### src/rfidseq_pkg.sv
// Package for the RFID reader I2C sequencer: item and result structs,
// operation, bus command and sequence step codes, buffer sizing.
// No dependencies.
`timescale 1ns / 1ps

package rfidseq_pkg;

	localparam int BUF_DEPTH = 8;
	localparam int IDX_W     = 3;
	localparam int LEN_W     = 4;

	localparam logic [LEN_W-1:0] BUF_LEN_MAX    = LEN_W'(BUF_DEPTH);
	localparam logic [6:0]       DEV_ADDR_RESET = 7'h50;
	localparam logic [7:0]       REG_PARAM      = 8'h00;
	localparam logic [7:0]       REG_FRAME      = 8'h01;

	typedef enum logic [2:0] {
		OP_BUS_READY   = 3'd0,
		OP_READ_PARAM  = 3'd1,
		OP_WRITE_PARAM = 3'd2,
		OP_READ_FRAME  = 3'd3,
		OP_WRITE_FRAME = 3'd4,
		OP_LOAD_BYTE   = 3'd5,
		OP_FETCH_BYTE  = 3'd6
	} op_t;

	typedef enum logic [3:0] {
		CMD_NONE      = 4'd0,
		CMD_START     = 4'd1,
		CMD_RESTART   = 4'd2,
		CMD_STOP      = 4'd3,
		CMD_ADDR_WR   = 4'd4,
		CMD_ADDR_RD   = 4'd5,
		CMD_WRITE     = 4'd6,
		CMD_READ_ACK  = 4'd7,
		CMD_READ_NACK = 4'd8
	} cmd_t;

	// Sequence steps, one-hot. RP: read param, WP: write param,
	// RF: read frame, WF: write frame.
	typedef enum logic [29:0] {
		ST_IDLE = 30'd1 << 0,
		ST_RP0  = 30'd1 << 1,
		ST_RP1  = 30'd1 << 2,
		ST_RP2  = 30'd1 << 3,
		ST_RP3  = 30'd1 << 4,
		ST_RP4  = 30'd1 << 5,
		ST_RP5  = 30'd1 << 6,
		ST_RP6  = 30'd1 << 7,
		ST_WP0  = 30'd1 << 8,
		ST_WP1  = 30'd1 << 9,
		ST_WP2  = 30'd1 << 10,
		ST_WP3  = 30'd1 << 11,
		ST_WP4  = 30'd1 << 12,
		ST_RF0  = 30'd1 << 13,
		ST_RF1  = 30'd1 << 14,
		ST_RF2  = 30'd1 << 15,
		ST_RF3  = 30'd1 << 16,
		ST_RF4  = 30'd1 << 17,
		ST_RF5  = 30'd1 << 18,
		ST_RF6  = 30'd1 << 19,
		ST_RF7  = 30'd1 << 20,
		ST_RF8  = 30'd1 << 21,
		ST_RF9  = 30'd1 << 22,
		ST_RF10 = 30'd1 << 23,
		ST_WF0  = 30'd1 << 24,
		ST_WF1  = 30'd1 << 25,
		ST_WF2  = 30'd1 << 26,
		ST_WF3  = 30'd1 << 27,
		ST_WF4  = 30'd1 << 28,
		ST_WF5  = 30'd1 << 29
	} step_t;

	typedef struct packed {
		logic [2:0] operation;
		logic [7:0] host_byte;
		logic [2:0] buffer_slot;
		logic [7:0] send_length;
		logic [7:0] received_byte;
		logic       slave_acked;
	} item_t;

	typedef struct packed {
		logic [3:0]       bus_command;
		logic [7:0]       bus_byte;
		logic             busy_res;
		logic             nack_seen;
		logic [7:0]       fetched_byte;
		logic [LEN_W-1:0] frame_count;
	} result_t;

	function automatic logic [LEN_W-1:0] clamp_len(input logic [7:0] v);
		logic [LEN_W-1:0] r;
		if (v > 8'(BUF_DEPTH)) begin
			r = BUF_LEN_MAX;
		end else begin
			r = v[LEN_W-1:0];
		end
		return r;
	endfunction

endpackage

### src/rfid_reader_i2c_sequencer_top.sv
// Top level of the RFID reader I2C sequencer.
// Depends on rfidseq_pkg.
`timescale 1ns / 1ps

// I2C transaction sequencer for an RFID reader chip. The host issues one of
// four transactions (read or write the parameter register, read or write a
// frame) and then steps the sequence with bus_ready items; each step returns
// the next bus primitive (start, restart, stop, address, write byte, read with
// ACK or NACK) or none for a bookkeeping step. A new command replaces any
// sequence in progress; load_byte and fetch_byte access the eight-byte frame
// buffer by slot without disturbing it. Slot 0 doubles as the parameter byte.
// Frame lengths, received or requested, are clamped to eight. nack_seen flags
// the stop step of a write transaction whose last byte was not acknowledged.
// Rate: one item per clock, sustained while the result side does not stall. An
// accepted item is held in the input register, and its result is written to the
// output register once that register is free, from where it is offered. The
// rate is set by the update of the step, length and position registers as
// each item fires. Once both registers are
// full, stall on the result side propagates to item_stall in the same cycle;
// the output register holds a stalled result unchanged.
// device_address (reset 0x50) is written through cfg_wr_en / cfg_wr_data
// and must only change while the block is idle. Frame buffer bytes are not
// cleared at reset: write a slot before reading it.

module rfid_reader_i2c_sequencer_top (
	input  logic                 clk,
	input  logic                 arst_n,
	input  logic                 cfg_wr_en,
	input  logic [6:0]           cfg_wr_data,
	input  logic                 item_valid,
	output logic                 item_stall,
	input  rfidseq_pkg::item_t   item,
	output logic                 result_valid,
	input  logic                 result_stall,
	output rfidseq_pkg::result_t result
);
	import rfidseq_pkg::*;

	// Pipeline registers
	logic    valid_s1;
	item_t   item_s1;
	logic    valid_s2;
	result_t result_s2;

	// Sequencer state
	step_t            step_q;
	logic [LEN_W-1:0] len_q;
	logic [LEN_W-1:0] pos_q;
	logic [6:0]       addr_q;
	logic [7:0]       buf_q [BUF_DEPTH];

	// Next-state and result logic
	step_t            nxt_step;
	logic [LEN_W-1:0] nxt_len;
	logic [LEN_W-1:0] nxt_pos;
	logic [LEN_W-1:0] pos_inc;
	logic [LEN_W-1:0] rx_len;
	logic [3:0]       cmd;
	logic [7:0]       bbyte;
	logic             nack;
	logic [7:0]       fetched;
	logic             buf_we;
	logic [IDX_W-1:0] buf_widx;
	logic [7:0]       buf_wdata;
	logic [IDX_W-1:0] rd_idx;
	logic [7:0]       buf_rd;
	result_t          res_d;

	logic out_free;
	logic fire_s1;
	logic accept;

	// Handshake: the output register frees when it is empty or being drained
	assign out_free   = !valid_s2 || !result_stall;
	assign fire_s1    = valid_s1 && out_free;
	assign item_stall = valid_s1 && !out_free;
	assign accept     = item_valid && !item_stall;

	assign result_valid = valid_s2;
	assign result       = result_s2;

	// Single buffer read port: fetch by slot, parameter byte, or frame position
	assign rd_idx = (item_s1.operation == OP_FETCH_BYTE) ? item_s1.buffer_slot :
	                (step_q == ST_WP3)                   ? IDX_W'(0) :
	                                                       pos_q[IDX_W-1:0];
	assign buf_rd  = buf_q[rd_idx];
	assign pos_inc = pos_q + LEN_W'(1);
	assign rx_len  = clamp_len(item_s1.received_byte);

	always_comb begin
		nxt_step  = step_q;
		nxt_len   = len_q;
		nxt_pos   = pos_q;
		cmd       = CMD_NONE;
		bbyte     = 8'h00;
		nack      = 1'b0;
		fetched   = 8'h00;
		buf_we    = 1'b0;
		buf_widx  = '0;
		buf_wdata = item_s1.host_byte;
		unique case (item_s1.operation)
			OP_READ_PARAM: begin
				nxt_step = ST_RP0;
			end
			OP_WRITE_PARAM: begin
				buf_we   = 1'b1;
				nxt_step = ST_WP0;
			end
			OP_READ_FRAME: begin
				nxt_step = ST_RF0;
			end
			OP_WRITE_FRAME: begin
				nxt_len  = clamp_len(item_s1.send_length);
				nxt_step = ST_WF0;
			end
			OP_LOAD_BYTE: begin
				buf_we   = 1'b1;
				buf_widx = item_s1.buffer_slot;
			end
			OP_FETCH_BYTE: begin
				fetched = buf_rd;
			end
			OP_BUS_READY: begin
				unique case (step_q)
					ST_IDLE: begin
						nxt_step = ST_IDLE;
					end
					ST_RP0, ST_WP0, ST_RF0, ST_WF0: begin
						cmd      = CMD_START;
						nxt_step = step_t'(step_q << 1);
					end
					ST_RP1, ST_WP1, ST_RF1, ST_WF1: begin
						cmd      = CMD_ADDR_WR;
						bbyte    = {1'b0, addr_q};
						nxt_step = step_t'(step_q << 1);
					end
					ST_RP4, ST_RF4: begin
						cmd      = CMD_ADDR_RD;
						bbyte    = {1'b0, addr_q};
						nxt_step = step_t'(step_q << 1);
					end
					ST_RP2, ST_WP2: begin
						cmd      = CMD_WRITE;
						bbyte    = REG_PARAM;
						nxt_step = step_t'(step_q << 1);
					end
					ST_RF2, ST_WF2: begin
						cmd      = CMD_WRITE;
						bbyte    = REG_FRAME;
						nxt_step = step_t'(step_q << 1);
					end
					ST_RP3, ST_RF3: begin
						cmd      = CMD_RESTART;
						nxt_step = step_t'(step_q << 1);
					end
					ST_RP5: begin
						cmd      = CMD_READ_NACK;
						nxt_step = ST_RP6;
					end
					ST_RP6: begin
						buf_we    = 1'b1;
						buf_wdata = item_s1.received_byte;
						cmd       = CMD_STOP;
						nxt_step  = ST_IDLE;
					end
					ST_WP3: begin
						cmd      = CMD_WRITE;
						bbyte    = buf_rd;
						nxt_step = ST_WP4;
					end
					ST_WP4, ST_WF5: begin
						nack     = !item_s1.slave_acked;
						cmd      = CMD_STOP;
						nxt_step = ST_IDLE;
					end
					ST_RF5: begin
						cmd      = CMD_READ_ACK;
						nxt_step = ST_RF6;
					end
					ST_RF6: begin
						// length byte just read
						nxt_len = rx_len;
						if (rx_len == '0) begin
							nxt_step = ST_RF9;
						end else begin
							nxt_pos  = '0;
							nxt_step = ST_RF7;
						end
					end
					ST_RF7: begin
						if (pos_q < len_q) begin
							cmd      = (pos_inc < len_q) ? CMD_READ_ACK : CMD_READ_NACK;
							nxt_step = ST_RF8;
						end else begin
							nxt_step = ST_RF10;
						end
					end
					ST_RF8: begin
						buf_we    = (pos_q < BUF_LEN_MAX);
						buf_widx  = pos_q[IDX_W-1:0];
						buf_wdata = item_s1.received_byte;
						nxt_pos   = pos_inc;
						nxt_step  = ST_RF7;
					end
					ST_RF9: begin
						// zero length: one dummy read
						cmd      = CMD_READ_NACK;
						nxt_step = ST_RF10;
					end
					ST_RF10: begin
						cmd      = CMD_STOP;
						nxt_step = ST_IDLE;
					end
					ST_WF3: begin
						cmd      = CMD_WRITE;
						bbyte    = 8'(len_q);
						nxt_pos  = '0;
						nxt_step = ST_WF4;
					end
					ST_WF4: begin
						if (pos_q < len_q) begin
							cmd     = CMD_WRITE;
							bbyte   = buf_rd;
							nxt_pos = pos_inc;
						end else begin
							nxt_step = ST_WF5;
						end
					end
					default: begin
						nxt_step = ST_IDLE;
					end
				endcase
			end
			default: begin
				nxt_step = step_q;
			end
		endcase

		res_d.bus_command  = cmd;
		res_d.bus_byte     = bbyte;
		res_d.busy_res     = (nxt_step != ST_IDLE);
		res_d.nack_seen    = nack;
		res_d.fetched_byte = fetched;
		res_d.frame_count  = nxt_len;
	end

	// Control and state registers
	always_ff @(posedge clk or negedge arst_n) begin
		if (!arst_n) begin
			valid_s1 <= 1'b0;
			valid_s2 <= 1'b0;
			step_q   <= ST_IDLE;
			len_q    <= '0;
			pos_q    <= '0;
			addr_q   <= DEV_ADDR_RESET;
		end else begin
			if (accept) begin
				valid_s1 <= 1'b1;
			end else if (fire_s1) begin
				valid_s1 <= 1'b0;
			end
			if (out_free) begin
				valid_s2 <= valid_s1;
			end
			if (fire_s1) begin
				step_q <= nxt_step;
				len_q  <= nxt_len;
				pos_q  <= nxt_pos;
			end
			if (cfg_wr_en) begin
				addr_q <= cfg_wr_data;
			end
		end
	end

	// Payload registers
	always_ff @(posedge clk) begin
		if (accept) begin
			item_s1 <= item;
		end
		if (fire_s1) begin
			result_s2 <= res_d;
		end
		if (fire_s1 && buf_we) begin
			buf_q[buf_widx] <= buf_wdata;
		end
	end

endmodule

### config.mk
export PLATFORM = sky130hd
export DESIGN_NAME = rfid_reader_i2c_sequencer_top
export DESIGN_NICKNAME = d
export VERILOG_FILES = /design/src/rfidseq_pkg.sv /design/src/rfid_reader_i2c_sequencer_top.sv
export SDC_FILE = /design/constraint.sdc
export NUM_CORES = 1
export LEC_CHECK = 0
export ABC_AREA = 1
export BUFFER_PORTS_ARGS = -buffer_cell sky130_fd_sc_hd__buf_2
export CORE_MARGIN = 3
export CORE_UTILIZATION = 55
export CTS_BUF_LIST = sky130_fd_sc_hd__clkbuf_8
export DETAILED_ROUTE_END_ITERATION = 10
export PLACE_DENSITY = 0.75
export RECOVER_POWER = 50
export SYNTH_ARGS = -nofsm -noshare
export SYNTH_HDL_FRONTEND = slang
export SYNTH_SLANG_ARGS = --single-unit
### constraint.sdc
create_clock -name clk -period 3.3 [get_ports clk]
set_input_delay 0.165 -clock clk [delete_from_list [all_inputs] [get_ports clk]]
set_output_delay 0.165 -clock clk [all_outputs]
set_load 0.005 [all_outputs]
* Yosys cells after proc, flatten, opt, wreduce, memory -nomap -nowiden
Memory sizes are Yosys's and may differ from the RTL's.
Index checks and enable logic that the tools add are counted.
** Storage, ports and cells
- Input bits :: 43
- Output and inout port bits :: 28
- Memories kept :: 1
- RAM bits :: 64
- Flip-flop bits (word level) :: 104
** Memory list
- buf_q :: depth 8, bits a word 8, rd ports 1, clocked after Yosys merged registers in 0, wr ports 1, RTL line rfid_reader_i2c_sequencer_top.sv:50 : logic [7:0] buf_q [BUF_DEPTH];
** Operators by class
- Order comparisons :: 5
- Add/subtract/negate cells :: 1
- Equal/unequal tests :: 38
- Multiplexer cells :: 30
- Reduce and logical (&&, ||, !) cells :: 29
** Operators by type and width (number)
- $pmux 30 s10 :: 1
- $pmux 30 s5 :: 1
- $pmux 4 s10 :: 1
- $pmux 8 s5 :: 1
- $eq 30x10->1 const B :: 1
- $eq 30x11->1 const B :: 1
- $eq 30x12->1 const B :: 1
- $eq 30x13->1 const B :: 1
- $eq 30x14->1 const B :: 1
- $eq 30x15->1 const B :: 1
- $eq 30x16->1 const B :: 1
- $eq 30x17->1 const B :: 1
- $eq 30x18->1 const B :: 1
- $eq 30x19->1 const B :: 1
- $eq 30x2->1 const B :: 1
- $eq 30x20->1 const B :: 1
- $eq 30x21->1 const B :: 1
- $eq 30x22->1 const B :: 1
- $eq 30x23->1 const B :: 1
- $eq 30x24->1 const B :: 1
- $eq 30x25->1 const B :: 1
- $eq 30x26->1 const B :: 1
- $eq 30x27->1 const B :: 1
- $eq 30x28->1 const B :: 1
- 42 further kinds :: 79

* Longest topological paths before layout
- Depth after elaboration :: 7
- Depth in mapped cells :: 16
- Mapped depth without buffers :: 15

* Worst setup path after synthesis
OpenSTA, ideal clock, no wires.
- Path type :: register to register
- Start :: reg step_q[10]
- End :: mem buf_q[6][0] (enable)
- Setup slack :: 0.896 ns
- Cell stages (with the launch flop) :: 12
- Clock period less this slack :: 2.404 ns
- Buffers on the path :: 0
- Arrival :: 2.034 ns
- Cell sequence :: dfrtp_1 -> nor2_2 -> nand2_2 -> nor2_4 -> nand2_4 -> nor2_4 -> inv_2 -> a21oi_4 -> o21ai_1 -> a31oi_2 -> nand3_1 -> nor2_1
** On the way
- Word-level cells in the longest chain between the ends :: 6
- Elaborated cells between the ends (all ways) :: 9
** RTL lines
- start: declaration :: RTL line rfid_reader_i2c_sequencer_top.sv:46 : step_t step_q;
- start signal: assignment :: RTL line rfid_reader_i2c_sequencer_top.sv:266 : step_q <= nxt_step;
- $eq 30x22->1 or $eq 30x8->1 (tied branches) :: RTL line rfid_reader_i2c_sequencer_top.sv:124 : unique case (step_q)
- $pmux 1 s2 :: RTL line rfid_reader_i2c_sequencer_top.sv:124
- $pmux 1 s2 :: RTL line rfid_reader_i2c_sequencer_top.sv:101 : unique case (item_s1.operation)
- $logic_and 1x1->1 :: RTL line rfid_reader_i2c_sequencer_top.sv:284 : if (fire_s1 && buf_we) begin
- $mux 1 :: RTL line rfid_reader_i2c_sequencer_top.sv:284
- $mux 1 (not written as such) :: RTL line rfid_reader_i2c_sequencer_top.sv:285 : buf_q[buf_widx] <= buf_wdata;
- end: declaration :: RTL line rfid_reader_i2c_sequencer_top.sv:50
Several ways; a longest one is shown, not always the timed one.

* Final worst setup path
- Start :: reg valid_s2, in the netlist result_valid
- End :: reg len_q[2]
** On the way
- Word-level cells in the longest chain between the ends :: 3
** RTL lines
- start: declaration :: RTL line rfid_reader_i2c_sequencer_top.sv:42 : logic valid_s2;
- start signal: assignment :: RTL line rfid_reader_i2c_sequencer_top.sv:263 : valid_s2 <= valid_s1;
- $logic_not 1->1 :: RTL line rfid_reader_i2c_sequencer_top.sv:74 : assign out_free = !valid_s2 || !result_stall;
- $logic_or 1x1->1 :: RTL line rfid_reader_i2c_sequencer_top.sv:74
- $logic_and 1x1->1 :: RTL line rfid_reader_i2c_sequencer_top.sv:75 : assign fire_s1 = valid_s1 && out_free;
- end signal: assignment :: RTL line rfid_reader_i2c_sequencer_top.sv:267 : len_q <= nxt_len;
- end: declaration :: RTL line rfid_reader_i2c_sequencer_top.sv:47 : logic [LEN_W-1:0] len_q;
Every way passes these cells.
A chain may end at the register's enable or synchronous reset.

==> metrics.csv <==
metric;value;unit
min-delay-start;cfg_wr_en;
design.die.area;16800;sq um
synth-compound-area-share;10.9;%
max-cap-violations;2;
die-height;129;um
drive_above_1_share;16.1;%
drc;0;
numPortBuffers;70;
reg2reg_depth;6;
fin_area;9700;sq um
synth-adder-area-share;1.04;%
worstReg2RegStart;result_valid$_DFFE_PN0P_;
setup_viol_count_final;0;
rsz0062_at_grt;no;
slew_violations;80;
leakage;3.98;nW
synth_top_family_by_area;simple AND/OR/NAND/NOR gates;
drt_iter0_drc;858;
fmax;0.358;GHz
drtAntennaViolNets;0;
syn_area_per_cell;9.38;sq um
filler_cell_count;1172;
ys.warnings.count;0;
synth-edff-count;121;
hpwl;14200;um
violations;max-capacitance violations, max-slew violations;
core;14700;sq um
seq_area;4810;sq um
area.growth.synth_to_final;15.7;%
cp.arrival;3140;ps
cts_buffers;17;
synthArstFlopShare;28.0;%
multiInputGateArea;3080;sq um
synth.net_count;944;
fin_nets;1066;
use_met1;36.2;%
start_util;57.1;%
synth.area.mux_share;0.805;%
powerDensity;492;nW/um^2
hold_violations;0;
vias;6662;
gp_congestion;0.958;
endpoint_kind;flip-flop;
clock_path_buffers;2;
grt_pass1_wl;33500;um
grt_max_degree;48;
top_usage_layer;met2;
vias_per_cell;5.50;
place_area;8960;sq um
ioPinCount;71;
die_w;129;um
whs_path_depth;2;
synth_area;8390;sq um
worstPathMaxFanout;38;
worst_slack;509;ps
rows;44;
cp-start-kind;flip-flop;
ys_ff_latch;168;
cts-root-buf;clkbuf_8;
hold_end;addr_q[0]$_DFFE_PN0P_;
globalRouteOverflowTotal;0;
cts.sinks;168;
reg2reg_slack;510;ps
worst_slew_pin_slew;2720;ps
met2_usage;41.2;%
yosys.area_share.simple;23.7;%
slew_headroom;-81.1;%
clkTransAtPathRegs;80;ps
diodes;0;
rr_endpoint;len_q[2]$_DFFE_PN0P_;
required;3650;ps
ys.flop_type;edfxtp_1;
place_ws;645;ps
fin_worst_skew;13.0;ps
synth.distinct_cells;52;
fin_setup_tns;0;ps
fin_crit_sh;84.6;%
first_pass_iters;6;
htree_levels;4;
status;finished, violations left;
fin_crit;2790;ps
clock_latency;450;ps
met3_usage;7.30;%
post_cts_buffers;0;
grt_antenna_before_repair;0;
hold_class;in -> reg;
post-route-util;66.0;%
wl;20800;um
synthXorXnorAreaFrac;0.209;%
netlist_instances;894;
ir_drop;0.000559;V
grt_pass1_vias;6515;
path_class;reg -> reg;
cts_tree;yes;
yosysSeqAreaShare;57.4;%
grt_usage;26.1;%
wl_per_cell;17.2;um
[sequential cells by signal (all words and copies together), names as in the netlist]
register	count
result	26
buf_q	64
valid_s1	1
addr_q	7
len_q	4
step_q	30
result_valid	1
item_s1	31
pos_q	4
[worst max path at each step]
| stage | slack (ps) | from | depth (start not counted) | end |
|---|---|---|---|---|
| 2_1_floorplan | 900 | step_q[10]$_DFFE_PN0P_ | 11 | buf_q[6][0]$_DFFE_PP_ |
| 4_1_cts | 620 | item_s1[28]$_DFFE_PP_ | 10 | result[13]$_DFFE_PP_ |
| 5_1_grt | 160 | arst_n | 2 | result_valid$_DFFE_PN0P_ |
| 6_report | 510 | result_valid$_DFFE_PN0P_ | 6 | len_q[2]$_DFFE_PN0P_ |
| 3_3_place_gp | 600 | item_s1[28]$_DFFE_PP_ | 10 | result[13]$_DFFE_PP_ |
| 3_5_place_dp | 650 | item_s1[28]$_DFFE_PP_ | 10 | result[13]$_DFFE_PP_ |
[report_power, final]
group | leakage, nW | switching [W] | total, W | internal [W]
Sequential | 1.75 | 0.0000822 | 0.00250 | 0.00241
Clock | 0.182 | 0.000738 | 0.00140 | 0.000657
Combinational | 2.05 | 0.000594 | 0.000877 | 0.000284
Total | 3.98 | 0.00141 | 0.00477 | 0.00336
[cell families (layout without fill, tap and decap cells)]
kind of cell	count (synthesis)	count (layout)
fa+ha+maj	7	7
compound gates	156	156
mux	6	6
buf+inv	120	254
simple gates	435	435
xor+xnor	2	2
flops	168	168
[through the flow]
stage,std cells,hold WS [ps],total power [W]
6_report,1212,71.7,0.00477
5_1_grt,1212,90.7,0.00498
4_1_cts,1212,36.5,0.00476
3_5_place_dp,1140,344,0.00336
3_3_place_gp,1140,341,0.00335
2_1_floorplan,894,-131,0.00309
[cell usage in the layout (no fill, tap or decap), drive strengths merged, types with 2 or more instances in the layout]
cell type / count
a21o: 2
a21oi: 39
a22oi: 9
a31oi: 6
buf: 63
bufinv: 2
clkbuf: 41
clkinv: 9
clkinvlp: 3
dfrtp: 44
dfstp: 3
dlygate4sd3: 41
edfxtp: 121
ha: 7
inv: 95
mux2: 6
nand2: 202
nand3: 64
nand3b: 3
nand4: 10
nor2: 139
nor3: 9
nor4: 2
o211ai: 6
o21ai: 82
o221ai: 3
o22ai: 7
or2: 3
[synth_stat cells (3+ instances only)]
| cell | number | share of area (%) |
|---|---|---|
| buf_2 | 8 | 0.48 |
| o21ai_0 | 65 | 3.9 |
| o22ai_1 | 7 | 0.52 |
| dfstp_2 | 3 | 0.94 |
| a22oi_1 | 9 | 0.81 |
| nand2_2 | 4 | 0.30 |
| mux2_2 | 6 | 0.81 |
| inv_1 | 81 | 3.6 |
| ha_1 | 7 | 1.0 |
| o21ai_1 | 16 | 0.95 |
| a21oi_1 | 30 | 1.8 |
| nor3_1 | 8 | 0.48 |
| edfxtp_1 | 121 | 43 |
| inv_2 | 12 | 0.54 |
| nand2_1 | 190 | 8.5 |
| a21oi_2 | 8 | 0.84 |
| nand4_1 | 10 | 0.75 |
| nor2_1 | 118 | 5.3 |
| nor2_2 | 12 | 0.89 |
| nand2_4 | 8 | 1.1 |
| a31oi_1 | 4 | 0.30 |
| buf_6 | 3 | 0.40 |
| nand3b_1 | 3 | 0.27 |
| nand3_1 | 62 | 3.7 |
| clkbuf_1 | 11 | 0.49 |
| o221ai_1 | 3 | 0.31 |
| nor2_4 | 7 | 0.94 |
| dfrtp_1 | 44 | 13 |
| o211ai_1 | 5 | 0.45 |
[per-layer routing]
layer  wire length, um  part of all wire (%)  vias up
met4               317                   1.5        0
met2              9410                    45      319
met5                 0                     0        -
li1                  -                     -     3265
met1              9070                    44     3045
met3              2000                   9.6       33
[critical path: stages (launching register included)]
cell and delay (ps):
dfrtp_1 400, nand2_1 160, nand2_1 90, inv_1 950
clkbuf_1 790, nand2_1 170, o21ai_0 130
[final cells by class]
| type | count | area share, % |
|---|---|---|
| sequential | 168 | 49.6 |
| multi-input combinational | 606 | 31.8 |
| timing repair buffer | 128 | 8.77 |
| inverter | 95 | 3.71 |
| clock buffer | 17 | 2.41 |
| tap | 184 | 2.37 |
| clock inverter | 14 | 1.37 |
[repair_timing]
item,4_1_cts,5_1_grt
endpoints found under the hold margin,84,0
gates resized for setup,0,0
hold buffers,41,0
Note: power is estimated with default switching activity, not from simulation.
